File: src/design/ipv4cls_pkg.sv
// Shared types and constants of the IPv4 port rule packet classifier.
`timescale 1ns / 1ps

package ipv4cls_pkg;

  localparam logic [15:0] EtherIpv4 = 16'h0800;
  localparam logic [7:0]  ProtoTcp  = 8'd6;
  localparam logic [7:0]  ProtoUdp  = 8'd17;

  typedef enum logic {
    ActWrite    = 1'b0,
    ActClassify = 1'b1
  } action_e;

  typedef enum logic {
    KindDst = 1'b0,
    KindSrc = 1'b1
  } rule_kind_e;

  typedef enum logic [1:0] {
    VerdictForward = 2'd0,
    VerdictKernel  = 2'd1,
    VerdictDrop    = 2'd2
  } verdict_e;

  typedef enum logic [1:0] {
    ReasonMatch   = 2'd0,
    ReasonNotIpv4 = 2'd1,
    ReasonNotL4   = 2'd2,
    ReasonNoMatch = 2'd3
  } reason_e;

  typedef enum logic [1:0] {
    CfgRulesInUse = 2'd0,
    CfgKernelEn   = 2'd1
  } cfg_index_e;

  typedef struct packed {
    rule_kind_e  kind;
    logic [31:0] addr;
    logic [15:0] port;
  } rule_t;

  // word that walks along the cell chain
  typedef struct packed {
    action_e     act;
    logic [5:0]  idx;
    rule_t       rule;
    logic [31:0] sa;
    logic [31:0] da;
    logic [15:0] sp;
    logic [15:0] dp;
    reason_e     pre_reason;
    logic        hit;
  } word_t;

endpackage

File: src/design/ipv4cls_cell.sv
// One rule slot of the classifier chain: holds a rule and passes the word on.
`timescale 1ns / 1ps

module ipv4cls_cell (
  input  logic                clk_i,
  input  logic                rst_ni,
  input  logic                valid_i,
  input  ipv4cls_pkg::word_t  word_i,
  input  logic                wr_sel_i,
  input  logic                match_en_i,
  output logic                valid_o,
  output ipv4cls_pkg::word_t  word_o
);
  import ipv4cls_pkg::*;

  rule_t rule_q;
  logic  valid_q;
  word_t word_q, word_d;
  logic  match;

  always_comb begin
    if (rule_q.kind == KindDst) begin
      match = (rule_q.addr == word_i.da) && (rule_q.port == word_i.dp);
    end else begin
      match = (rule_q.addr == word_i.sa) && (rule_q.port == word_i.sp);
    end
  end

  always_comb begin
    word_d = word_i;
    word_d.hit = word_i.hit | (valid_i && (word_i.act == ActClassify) &&
                               (word_i.pre_reason == ReasonNoMatch) &&
                               match_en_i && match);
  end

  always_ff @(posedge clk_i or negedge rst_ni) begin
    if (!rst_ni) begin
      valid_q <= 1'b0;
    end else begin
      valid_q <= valid_i;
    end
  end

  always_ff @(posedge clk_i) begin
    word_q <= word_d;
    if (valid_i && (word_i.act == ActWrite) && wr_sel_i) begin
      rule_q <= word_i.rule;
    end
  end

  assign valid_o = valid_q;
  assign word_o  = word_q;

endmodule

File: config.mk
export PLATFORM = sky130hd
export DESIGN_NAME = ipv4cls_cell
export DESIGN_NICKNAME = d
export VERILOG_FILES = /design/src/design/ipv4cls_pkg.sv /design/src/design/ipv4cls_cell.sv
export SDC_FILE = /design/constraint.sdc
export NUM_CORES = 1
export LEC_CHECK = 0
export BUFFER_PORTS_ARGS = -buffer_cell sky130_fd_sc_hd__buf_2
export CAP_MARGIN = 20
export CORE_AREA = 2 2 122 124
export DETAILED_ROUTE_END_ITERATION = 10
export DIE_AREA = 0 0 124 126
export PLACE_DENSITY_LB_ADDON = 0.15
export SYNTH_ARGS = -nofsm -noshare
export SYNTH_HDL_FRONTEND = slang
export SYNTH_SLANG_ARGS = --single-unit
export TNS_END_PERCENT = 10
File: constraint.sdc
create_clock -name clk_i -period 1.55 [get_ports clk_i]
set_input_delay 0.155 -clock clk_i [delete_from_list [all_inputs] [get_ports clk_i]]
set_output_delay 0.155 -clock clk_i [all_outputs]
set_load 0.02 [all_outputs]
==> results of run 1 <==
==> sequential cells by signal, summed over array words and instances (netlist names) <==
register	count
rule_q	49
word_o	155
valid_o	1
==> cell usage in the layout (no fill, tap or decap), drive strengths merged <==
master       count
or4              1
nor3             1
clkbuf          31
edfxtp          49
a211o            1
xnor2           20
and3             1
nor4            21
xor2            76
nand3            3
nand4            8
inv              1
dfrtp            1
nor2             1
dfxtp          155
nand2            2
dlygate4sd3    158
clkinv           5
buf            337
==> per-stage QoR <==
step	total power, W	worst slack, ns	instances
2_1_floorplan	0.00645	0.161	340
3_3_place_gp	0.00706	-0.349	860
3_5_place_dp	0.00707	-0.283	860
4_1_cts	0.0122	-0.155	1055
5_1_grt	0.0125	-0.244	1056
6_report	0.0121	-0.168	1056
==> final cells by class <==
cell class / count / area [um^2]
clock buffer: 31 / 634
clock inverter: 6 / 31.3
fill: 987 / 4300
multi-input combinational: 135 / 1180
sequential: 205 / 4600
tap: 184 / 230
timing repair buffer: 495 / 3340
==> routing by layer <==
layer  GRT usage  up-vias  share of wire  wire (um)
met5           0        -              0          0
met3      0.0539       30          0.073       1320
met1       0.245     2141           0.38       6800
met4      0.0641        0          0.020        367
met2       0.430      220           0.53       9630
li1            -     2198              -          -
==> how the worst min path moves through the flow <==
| stage | start | endpoint | slack, ns | cells after the start |
|---|---|---|---|---|
| finish | word_i[154] | rule_q[47]$_DFFE_PP_ | 0.24 | 3 |
| global route | word_i[154] | rule_q[48]$_DFFE_PP_ | 0.26 | 3 |
| CTS | word_i[154] | rule_q[48]$_DFFE_PP_ | 0.24 | 3 |
| detailed placement | rst_ni | valid_o$_DFF_PN0_ | -0.07 | 1 |
| global placement | rst_ni | valid_o$_DFF_PN0_ | -0.07 | 1 |
| floorplan | rst_ni | valid_o$_DFF_PN0_ | -0.14 | 0 |
==> power by group through the flow <==
| stage | logic (W) | clock network (W) | registers (W) |
|---|---|---|---|
| floorplan | 0.000196 | 0 | 0.00625 |
| global placement | 0.00110 | 0 | 0.00596 |
| detailed placement | 0.00111 | 0 | 0.00597 |
| CTS | 0.00143 | 0.00487 | 0.00585 |
| global route | 0.00155 | 0.00510 | 0.00588 |
| finish | 0.00145 | 0.00478 | 0.00586 |
==> repair_timing <==
item,in CTS,in global routing
gates resized for setup,8,5
setup endpoints to repair,1,1
setup buffers,0,1
pin swaps,8,3
hold endpoints to repair,206,0
hold buffers,158,0
==> worst min-delay path, stage by stage <==
cell	delay [ns]
sky130_fd_sc_hd__buf_2	0.13
sky130_fd_sc_hd__nor2_4	0.05
sky130_fd_sc_hd__buf_12	0.18
==> cells by family (layout without fill, tap and decap cells) <==
| logic type | Yosys count | after routing | share of synthesized area |
|---|---|---|---|
| buffers and inverters | 0 | 532 | 0 |
| AND/OR/NAND/NOR | 38 | 38 | 0.0431 |
| flip-flops | 205 | 205 | 0.808 |
| AO/OA/AOI/OAI | 1 | 1 | 0.00154 |
| XOR/XNOR | 96 | 96 | 0.148 |
==> impl_summary.md, run 1 <==
STA
The max-slew violation count is 0. Static timing analysis puts the maximum clock frequency at between 500 and 600 MHz. The worst slew margin relative to its limit is 0.758. The final critical-path required period is ~1.7 ns.

Setup slack on the critical path of the routed design comes to -0.168 ns. In the finished design, the share of the clock period the worst path needs comes to 1.11. For the pin with the worst max-slew slack, the measured transition is 0.360 ns. The total negative setup slack is -0.168 ns. Setup violations remaining at the end of the flow were counted as 1.

The count of final hold-check violations is 0. The clock arrives with 0.00788 ns of skew. Setup repair after global routing could not meet its margin everywhere. Final hold analysis gives a worst-case slack of 0.238 ns.

Worst setup path
For the worst setup path, the data required time is 1.98 ns. The setup path with the least slack is of type reg2reg. The endpoint class of the critical path is a register.

The most critical setup path has its startpoint at rule_q[13]$_DFFE_PP_. The critical path's slowest cell is sky130_fd_sc_hd__or4_4. Among cell families on the critical path, the largest total delay comes from simple AND/OR/NAND/NOR gates.

The worst endpoint data arrival time is ~2.2 ns. The cell count along the critical path is 6. The endpoint identified for the worst register-to-register timing path is word_o[0]$_DFF_P_. The destination of the critical timing path is word_o[0]$_DFF_P_.

The peak per-stage delay on the critical path is between 0.4 and 0.5 ns. Walking the worst path, the cells encountered are buf_6 -> xnor2_2 -> nand4_1 -> or4_4 -> nor4_4 -> a211o_1. The maximum fanout along the worst path is 2. The number of buffers and inverters on the critical path is 1. The depth of the worst register-to-register path is 6.

The worst register-to-register path begins at rule_q[13]$_DFFE_PP_. The kind of start point of the critical path is a register. The setup slack of the most critical reg-to-reg path is -0.17 ns.

Power
The worst supply voltage drop on vdd is between 0.9 and 1 mV. The share of total power in the clock network is 0.395. In this run the static leakage power is 4.55 nW.

Of the total power, combinational logic draws 0.120. The internal power component is just over 0.009 W. The analysis attributes to net switching a power of ~0.0028 W. The share of total power dissipated in sequential elements is 0.485. Of the total power, the share spent switching nets is 0.231. The areal power density over the cells is roughly 1200 nW/um^2.

Synth
By count the netlist is led by sky130_fd_sc_hd__dfxtp_1 (155), sky130_fd_sc_hd__xor2_1 (76), sky130_fd_sc_hd__edfxtp_1 (49). The fraction of post-synthesis cell area in the top cell type by area is 0.545. The largest area contributor in the synthesized netlist is sky130_fd_sc_hd__dfxtp_1. For this run, the leading register cell type out of synthesis is sky130_fd_sc_hd__dfxtp_1. For this run, the number of Yosys warnings is 0. The cell with the most instances after synthesis is sky130_fd_sc_hd__dfxtp_1. The number of unique standard cell types used by synthesis is 16. Synthesis produced a netlist whose cell count is between 300 and 400. The register bit count reported by yosys is just over 200. The share of the Yosys chip area taken by registers is 0.808. For this run, asynchronously set or reset flops after synthesis account for 0.00488.

The synthesized design contains ~50 enable-type register cells. By area the synthesized netlist is led by sky130_fd_sc_hd__dfxtp_1 (54%), sky130_fd_sc_hd__edfxtp_1 (26%), sky130_fd_sc_hd__xor2_1 (12%). The net count after synthesis is 500. The synthesized area divided by synthesized cell count is between 15 and 20 um^2. The total standard cell area after synthesis is 5690 um^2.

Global routing
The global-route usage over all layers is 0.226. The first-pass GRT wire length is between 20,000 and 30,000 um. The maximum number of pins on one net before global-route repair is 50. The number of global-route vias before repair is 5,131. For this run the aggregate overflow at the end of global routing stands at 0. The initial antenna violation count is 0.

Clocking
The root buffer cell is sky130_fd_sc_hd__clkbuf_16. In this run the number of H-tree levels came out at 1. The clock reaches the later pin of the worst-skew pair after 0.48 ns. The number of clock buffers inserted by TritonCTS is 21. The worst-case clock buffer depth is 3. The clock tree from TritonCTS is yes. The sink count of the clock tree is 205. After clock tree synthesis, the clock-pin slew on the worst setup and hold paths is 0.06 ns.

Finish
For this run, the post-layout net count is approximately 1,000. The repair_antennas step left the layout with diodes totalling 0. Compared with the post-synthesis result, the final layout area differs by 75.8%. The final standard cell utilization of the core is 0.699. The fraction of final layout cells sized beyond drive strength 1 is 0.440. Summing all non-filler instances in the final layout gives an area of 10,000 um^2.

Routing
The first TritonRoute pass finished after 4 iterations. After detailed routing, the average wire length per cell comes to approximately 17 um. Dividing the detail-routed via count by the number of cells gives between 4 and 5.

The DRC violation count after routing is 0. Once detail routing completed, the nets flagged for antenna violations numbered 0. The wire length reported by the detailed router is approximately 18,000 um. In this run, the number of DRC markers left after iteration 0 of detailed routing was about 160. The detailed router placed 4,589 vias in this run.

Floorplan
The floorplan has 44 rows. The die area is roughly 16,000 um^2. The number of ports placed on the die boundary is roughly 320.

After floorplanning, the core was sized to cover about 14,000 um^2. The vertical die dimension is 126 um. In this run the horizontal extent of the chip is 124 um. For this configuration, the core starts out at a cell density of 0.398.

Status
The final reports fail on negative setup slack. The run finished, with violations left.

Placement
Buffers placed on the I/O ports in this run total between 300 and 400. The cell area after placement is approximately 7700 um^2. Detailed placement finished with a half-perimeter wire length of between 10,000 and 15,000 um. At the end of routability-driven placement, the weighted congestion stood at about 0.8.

Flow run
The max-capacitance violation count is 0.

Min path
The type of the tightest min-delay check is in2reg.
(Power assumes the default switching activity.)
==> inputs of run 2 (changes only) <==
--- a/config.mk
+++ b/config.mk
@@ -8,6 +8,7 @@
 export BUFFER_PORTS_ARGS = -buffer_cell sky130_fd_sc_hd__buf_2
 export CAP_MARGIN = 20
 export CORE_AREA = 2 2 122 124
+export CTS_BUF_LIST = sky130_fd_sc_hd__clkbuf_16
 export DETAILED_ROUTE_END_ITERATION = 10
 export DIE_AREA = 0 0 124 126
 export PLACE_DENSITY_LB_ADDON = 0.15
==> run 2 against run 1 <==
The run still ends with negative setup slack left. Register-to-register slack gained 0.03 ns. Cell count is the same. Combinational power barely moved. Routed wire length decreased by 0.84%. Utilization fell by 0.31 points. Hold slack better by 0.0093 ns. Worst setup slack better by 0.035 ns. Critical path depth unchanged.
==> impl_summary.md, run 2 (synthesis results as in run 1) <==
Status
The run finished, with violations left. The final reports fail on negative setup slack.

STA
The worst setup skew after layout is around 0.0047 ns. At the pin with the least slew margin, the transition time is between 0.3 and 0.4 ns. Setup repair after global routing could not meet its margin everywhere.

The max-slew violation count was 0. Static timing analysis puts the maximum clock frequency at between 500 and 600 MHz. In this run the tightest slew margin relative to its limit is 0.758. The number of failing setup endpoints in the final timing report is 1.

The final critical-path share of the clock period is 1.09. The smallest clock period supported by the final layout is computed as ~1.7 ns. The count of final hold-check violations is 0. The total negative setup slack is -0.133 ns. The worst-case setup margin in the final layout is -0.133 ns.

Worst setup path
Data on the critical path is required at its endpoint by about 2 ns. The cell count along the critical path is 6. The kind of start point of the critical path is a register. STA puts the critical path data arrival time at about 2.1 ns. The worst setup path is captured at a register. Walking the worst path, the cells encountered are buf_6 -> xnor2_2 -> nand4_1 -> or4_4 -> nor4_4 -> a211o_1. The peak per-stage delay on the critical path is roughly 0.46 ns. The cell family contributing the most delay on the critical path is simple AND/OR/NAND/NOR gates.

For the worst flop-to-flop path, the logic depth is 6. In this run the critical register-to-register path is launched from rule_q[13]$_DFFE_PP_. The startpoint of the worst setup timing path is rule_q[13]$_DFFE_PP_. The maximum fanout along the worst path is 2. The slowest stage of the critical path is the sky130_fd_sc_hd__or4_4 cell. The critical path in this run is classified as reg2reg.

Counting both buffers and inverters, the worst setup path holds a total of 1.

Finish
In the layout the commonest cells are sky130_fd_sc_hd__buf_2 (315), sky130_fd_sc_hd__dlygate4sd3_1 (158), sky130_fd_sc_hd__dfxtp_1 (155). The flip-flop count of the largest register after layout is ~160. Summing all multi-input logic gate instances after layout gives 1180 um^2. The library cell used most frequently in the layout, excluding fill and tap cells, is sky130_fd_sc_hd__buf_2.

Of the cells placed in the final design, the portion with a size suffix greater than 1 is 0.436. The register area is between 4000 and 5000 um^2. The layout has between 900 and 1,000 filler cells.

The synthesis-to-finish area growth is 75.1%. In the final design database the tool counted about 1,000 nets. The number of antenna diodes in the final layout is 0.

Power
Of the total power, the share spent switching nets is 0.235. The combinational share of power is 0.123. Summed over all cells, the static leakage comes to 4.54 nW. The areal power density over the cells is roughly 1200 nW/um^2. IR analysis of the VDD net gives a maximum drop of 0.925 mV. The switching power is roughly 0.0028 W. The share of total power dissipated in the clock network is 0.380.

The share of total power dissipated in sequential elements is 0.497. The internal power component is about 0.009 W. The overall power of the completed layout is 0.0118 W.

Clocking
The root buffer cell is sky130_fd_sc_hd__clkbuf_16. The worst-case clock buffer depth is 3. The total number of H-tree levels is 1. The tree built by TritonCTS fans out to approximately 200 sinks.

The clock tree from TritonCTS is yes. The number of clock buffers inserted by TritonCTS is 21. The clock transition at the registers of the reported paths is 0.06 ns.

The clock reaches the later pin of the worst-skew pair after around 0.48 ns.

Placement
Buffers placed on the I/O ports in this run total 315. The routability congestion estimate from global placement is 0.803. The post-placement setup slack is -0.283 ns.

The total half-perimeter wirelength after legalization and detailed placement is around 12,000 um.

Floorplan
From bottom edge to top edge, the die measures approximately 130 um. The initialized floorplan defines between 40 and 50 standard-cell rows. The die covers around 16,000 um^2. ~320 I/O pins were placed. The effective utilization at floorplan is 0.398. The die extent in x is ~120 um. The floorplan core area is 14,300 um^2.

Routing
The number of routed nets with antenna violations is 0. For this block, the routed nets add up to 18,000 um of wire. For this run, design rule violations remaining after detail routing come to 0. The average wire per standard cell is around 17 um.

The first TritonRoute pass finished after 4 iterations. Across all layers, the routed design uses about 4,600 vias. Dividing the detail-routed via count by the number of cells gives ~4.3. In this run, the number of DRC markers left after iteration 0 of detailed routing was 174.

Global routing
The number of global-route vias before repair is just over 5,000. The initial antenna violation count is 0. For this run the aggregate overflow at the end of global routing stands at 0. Entering global routing, the biggest net connects 50 pins. For this run, the total global-route usage over all layers was measured as 0.222. The first-pass GRT wire length is between 20,000 and 30,000 um.

Min path
The tightest min-delay check is of the in2reg type. The startpoint of the worst hold path is word_i[154]. The hold-critical path depth is 3.

Flow run
The max-capacitance violation count is 0.
run 2: worst min-delay path: stages:
cell,delay (ns)
sky130_fd_sc_hd__buf_2,0.12
sky130_fd_sc_hd__nor2_4,0.05
sky130_fd_sc_hd__buf_12,0.19
run 2: layout make-up:
| type | instances | share of cell area |
|---|---|---|
| sequential | 205 | 0.461 |
| timing repair buffer | 495 | 0.335 |
| clock buffer | 22 | 0.0552 |
| clock inverter | 15 | 0.00653 |
| multi-input combinational | 135 | 0.119 |
| tap | 184 | 0.0231 |
run 2: power groups by stage:
| stage | clock, W | combinational (W) | sequential [W] |
|---|---|---|---|
| 2_1_floorplan | 0 | 0.000196 | 0.00625 |
| 3_3_place_gp | 0 | 0.00110 | 0.00596 |
| 3_5_place_dp | 0 | 0.00111 | 0.00597 |
| 4_1_cts | 0.00458 | 0.00143 | 0.00585 |
| 5_1_grt | 0.00480 | 0.00155 | 0.00588 |
| 6_report | 0.00448 | 0.00145 | 0.00586 |
run 2: what timing repair did:
action                     CTS  global route
hold endpoints to repair   206             0
gates resized for setup      8             6
buffers inserted             0             1
pin swaps                    8             3
hold buffers               158             0
setup endpoints to repair    1             1
run 2: metal layers:
metal	routed length, um	GRT usage	vias up
li1	-	-	2198
met1	6850	0.243	2109
met2	9410	0.419	216
met3	1290	0.0521	34
met4	419	0.0687	0
met5	0	0	-
run 2: through the flow:
stage               hold WS, ns  cells  cell area (um^2)   util
finish                    0.248   1056              9970  0.696
floorplan                -0.141    340              5700      -
CTS                       0.242   1055              9920  0.693
global placement        -0.0705    860              7680  0.536
detailed placement      -0.0692    860              7680  0.536
global route              0.255   1056              9970  0.696
run 2: worst paths after layout:
path / endpoint / slack [ns]
setup / recovery: word_o[0]$_DFF_P_ / -0.13
hold / removal: rule_q[48]$_DFFE_PP_ / 0.25
setup reg to reg: word_o[0]$_DFF_P_ / -0.13
hold reg to reg: word_o[0]$_DFF_P_ / 0.81
max in group asynchronous: valid_o$_DFF_PN0_ / 0.92
min in group asynchronous: valid_o$_DFF_PN0_ / 0.52
==> inputs of run 3 (changes only) <==
--- a/config.mk
+++ b/config.mk
@@ -7,11 +7,12 @@
 export LEC_CHECK = 0
 export BUFFER_PORTS_ARGS = -buffer_cell sky130_fd_sc_hd__buf_2
 export CAP_MARGIN = 20
-export CORE_AREA = 2 2 122 124
+export CORE_ASPECT_RATIO = 0.7
+export CORE_MARGIN = 1
+export CORE_UTILIZATION = 43
 export CTS_BUF_LIST = sky130_fd_sc_hd__clkbuf_16
 export DETAILED_ROUTE_END_ITERATION = 10
-export DIE_AREA = 0 0 124 126
-export PLACE_DENSITY_LB_ADDON = 0.15
+export PLACE_DENSITY = 0.81
 export SYNTH_ARGS = -nofsm -noshare
 export SYNTH_HDL_FRONTEND = slang
 export SYNTH_SLANG_ARGS = --single-unit
==> run 3 against run 2 <==
Routed wire length rose by 14%. Worst setup slack got worse by 0.062 ns. The flow still finishes with violations (negative setup slack). Cell area rose by 0.53%.
==> impl_summary.md, run 3 (synthesis results as in run 1) <==
Floorplan
The die extent in x is ~140 um. The number of ports placed on the die boundary is between 300 and 400. The effective utilization at floorplan is 0.449. The vertical die dimension is 98.3 um. The die covers approximately 14,000 um^2.

The floorplan core area is around 13,000 um^2. The number of core rows is 34.

Finish
The final net count is ~1,000. The most common cell after layout, fill and taps aside is sky130_fd_sc_hd__buf_2. The post-layout instance count excluding filler cells is 1,045. In the layout the commonest cells are sky130_fd_sc_hd__buf_2 (315), sky130_fd_sc_hd__dlygate4sd3_1 (158), sky130_fd_sc_hd__dfxtp_1 (155). The synthesis-to-finish area growth is 76.0%.

The register with the most flip-flops in the layout has between 150 and 200 of them. The layout has 688 filler cells. The finished cells cover 10,000 um^2. Of the cells placed in the final design, the portion with a size suffix greater than 1 is 0.444.

Worst setup path
In this run the register-to-register setup slack is -0.20 ns. The kind of start point of the critical path is a register. STA puts the critical path data required time at between 1.5 and 2 ns. The destination of the critical timing path is word_o[0]$_DFF_P_.

The most critical setup path has its startpoint at rule_q[13]$_DFFE_PP_. The worst endpoint data arrival time is about 2.2 ns. The category of the critical setup timing path is reg2reg. The depth of the worst register-to-register path is 6. STA classifies the critical path endpoint as a register.

Of all nets on the critical path, the largest fanout is 2. The worst reg2reg path endpoint is word_o[0]$_DFF_P_. The startpoint identified for the worst register-to-register timing path is rule_q[13]$_DFFE_PP_.

Clocking
The clock reaches the later pin of the worst-skew pair after about 0.48 ns. The clock tree from TritonCTS is yes. After clock tree synthesis, the clock-pin slew on the worst setup and hold paths is ~0.070 ns. In this run the number of H-tree levels came out at 1. Buffers inserted during clock tree synthesis total 19. The root buffer cell is sky130_fd_sc_hd__clkbuf_16.

Counting along the longest clock path gives a buffer depth of 3. For this design, the sink count on the clock tree is approximately 210.

Min path
The worst hold path belongs to the class in2reg.

Global routing
The first global-routing pass estimated between 20,000 and 30,000 um of wire. The number of global-route vias before repair is about 5,400. In the global route stage, met2 resource usage came out at 0.544. After global routing the overflow that remains totals 0.

In the global route stage, overall resource usage came out at 0.293. The maximum number of pins on one net before global-route repair is 50. The met1 layer usage reported by global route is 0.332. The initial antenna violation count is 2. The met3 demand-to-capacity share in global routing is 0.0726.

The peak-usage layer in the global routing report is met2.

STA
After layout, the minimum clock period comes to 1.75 ns. Setup repair after global routing could not meet its margin everywhere. Based on the critical path, the design can be clocked at up to between 500 and 600 MHz. The hold slack is 0.259 ns. The count of final hold-check violations is 0. The number of failing setup endpoints in the final timing report is 1. In the post-route analysis, the smallest setup slack over all paths is -0.195 ns. The max-slew violation count is 0. The worst setup skew after layout is 0.0179 ns.

Measured against its own limit, the worst slew margin works out to 0.720. Dividing the final minimum period by the clock period gives 1.13. The actual transition at the worst max-transition pin is ~0.42 ns.

Placement
The cell area after placement is between 7000 and 8000 um^2. Summed over all nets, the half-perimeter wirelength after detailed placement is approximately 12,000 um. The routability congestion estimate from global placement is 0.776.

The number of buffers inserted by port buffering is ~320. The post-placement cell count is 851.

Routing
The number of vias per cell is around 4.7. The DRC violation count after routing is 0. The total number of vias is approximately 4,900.

The detailed router's first-iteration violation count is approximately 180. Dividing the detail-routed wire length by the instance count gives around 20 um. The routed design has 20,500 um of wire. The number of routed nets with antenna violations is 0. For this run, the detailed router's first-pass iteration total came to 4.

Status
The run finished, with violations left. The final reports fail on negative setup slack.

Flow run
The tool flagged a number of max-cap violations equal to 0.

Power
The leakage power is ~4.6 nW. The areal power density over the cells is approximately 1200 nW/um^2. Across the VDD grid, the largest voltage drop is 1.13 mV. The design draws between 0.01 and 0.015 W.
==> run 3: power breakdown <==
group	internal [W]	total, W	switching, W
sequential	0.00576	0.00588	0.000119
combinational	0.000731	0.00152	0.000787
clock	0.00235	0.00429	0.00194
==> run 3: critical path: stages (launching register included) <==
cell and delay [ns]:
sky130_fd_sc_hd__edfxtp_1 0.44, sky130_fd_sc_hd__buf_6 0.16, sky130_fd_sc_hd__xnor2_4 0.13, sky130_fd_sc_hd__nand4_1 0.12, sky130_fd_sc_hd__or4_4 0.46, sky130_fd_sc_hd__nor4_4 0.28
sky130_fd_sc_hd__a211o_1 0.12
==> run 3: repair_timing <==
action | 4_1_cts | 5_1_grt
setup endpoints to repair | 1 | 1
pin swaps | 5 | 1
hold buffers | 158 | 0
setup buffers | 0 | 0
resized for setup | 14 | 4
endpoints found under the hold margin | 206 | 0
==> run 3: metrics by stage <==
| stage | TNS [ns] | setup WS (ns) | utilization |
|---|---|---|---|
| 2_1_floorplan | 0 | 0.161 | - |
| 3_3_place_gp | -0.319 | -0.319 | 0.611 |
| 3_5_place_dp | -0.348 | -0.348 | 0.611 |
| 4_1_cts | -0.148 | -0.148 | 0.788 |
| 5_1_grt | -0.295 | -0.295 | 0.790 |
| 6_report | -0.195 | -0.195 | 0.790 |
==> run 3: cell type report <==
cell class                 instances  area (um^2)  share of cell area
timing repair buffer             507         3430               0.342
sequential                       205         4600               0.459
clock buffer                      20          500              0.0499
clock inverter                    14         66.3             0.00662
antenna                            2         5.00            0.000499
multi-input combinational        135         1220               0.121
tap                              162          203              0.0202
==> run 3: routing by layer <==
layer / wire length, um / vias up
li1: - / 2222
met1: 7880 / 2356
met2: 10600 / 241
met3: 1350 / 51
met4: 588 / 0
met5: 0 / -
==> run 3: worst min path at each step <==
stage,end,cells after the start,startpoint
2_1_floorplan,valid_o$_DFF_PN0_,0,rst_ni
3_3_place_gp,valid_o$_DFF_PN0_,1,rst_ni
3_5_place_dp,valid_o$_DFF_PN0_,1,rst_ni
4_1_cts,rule_q[33]$_DFFE_PP_,3,word_i[154]
5_1_grt,rule_q[27]$_DFFE_PP_,3,word_i[154]
6_report,rule_q[31]$_DFFE_PP_,3,word_i[154]
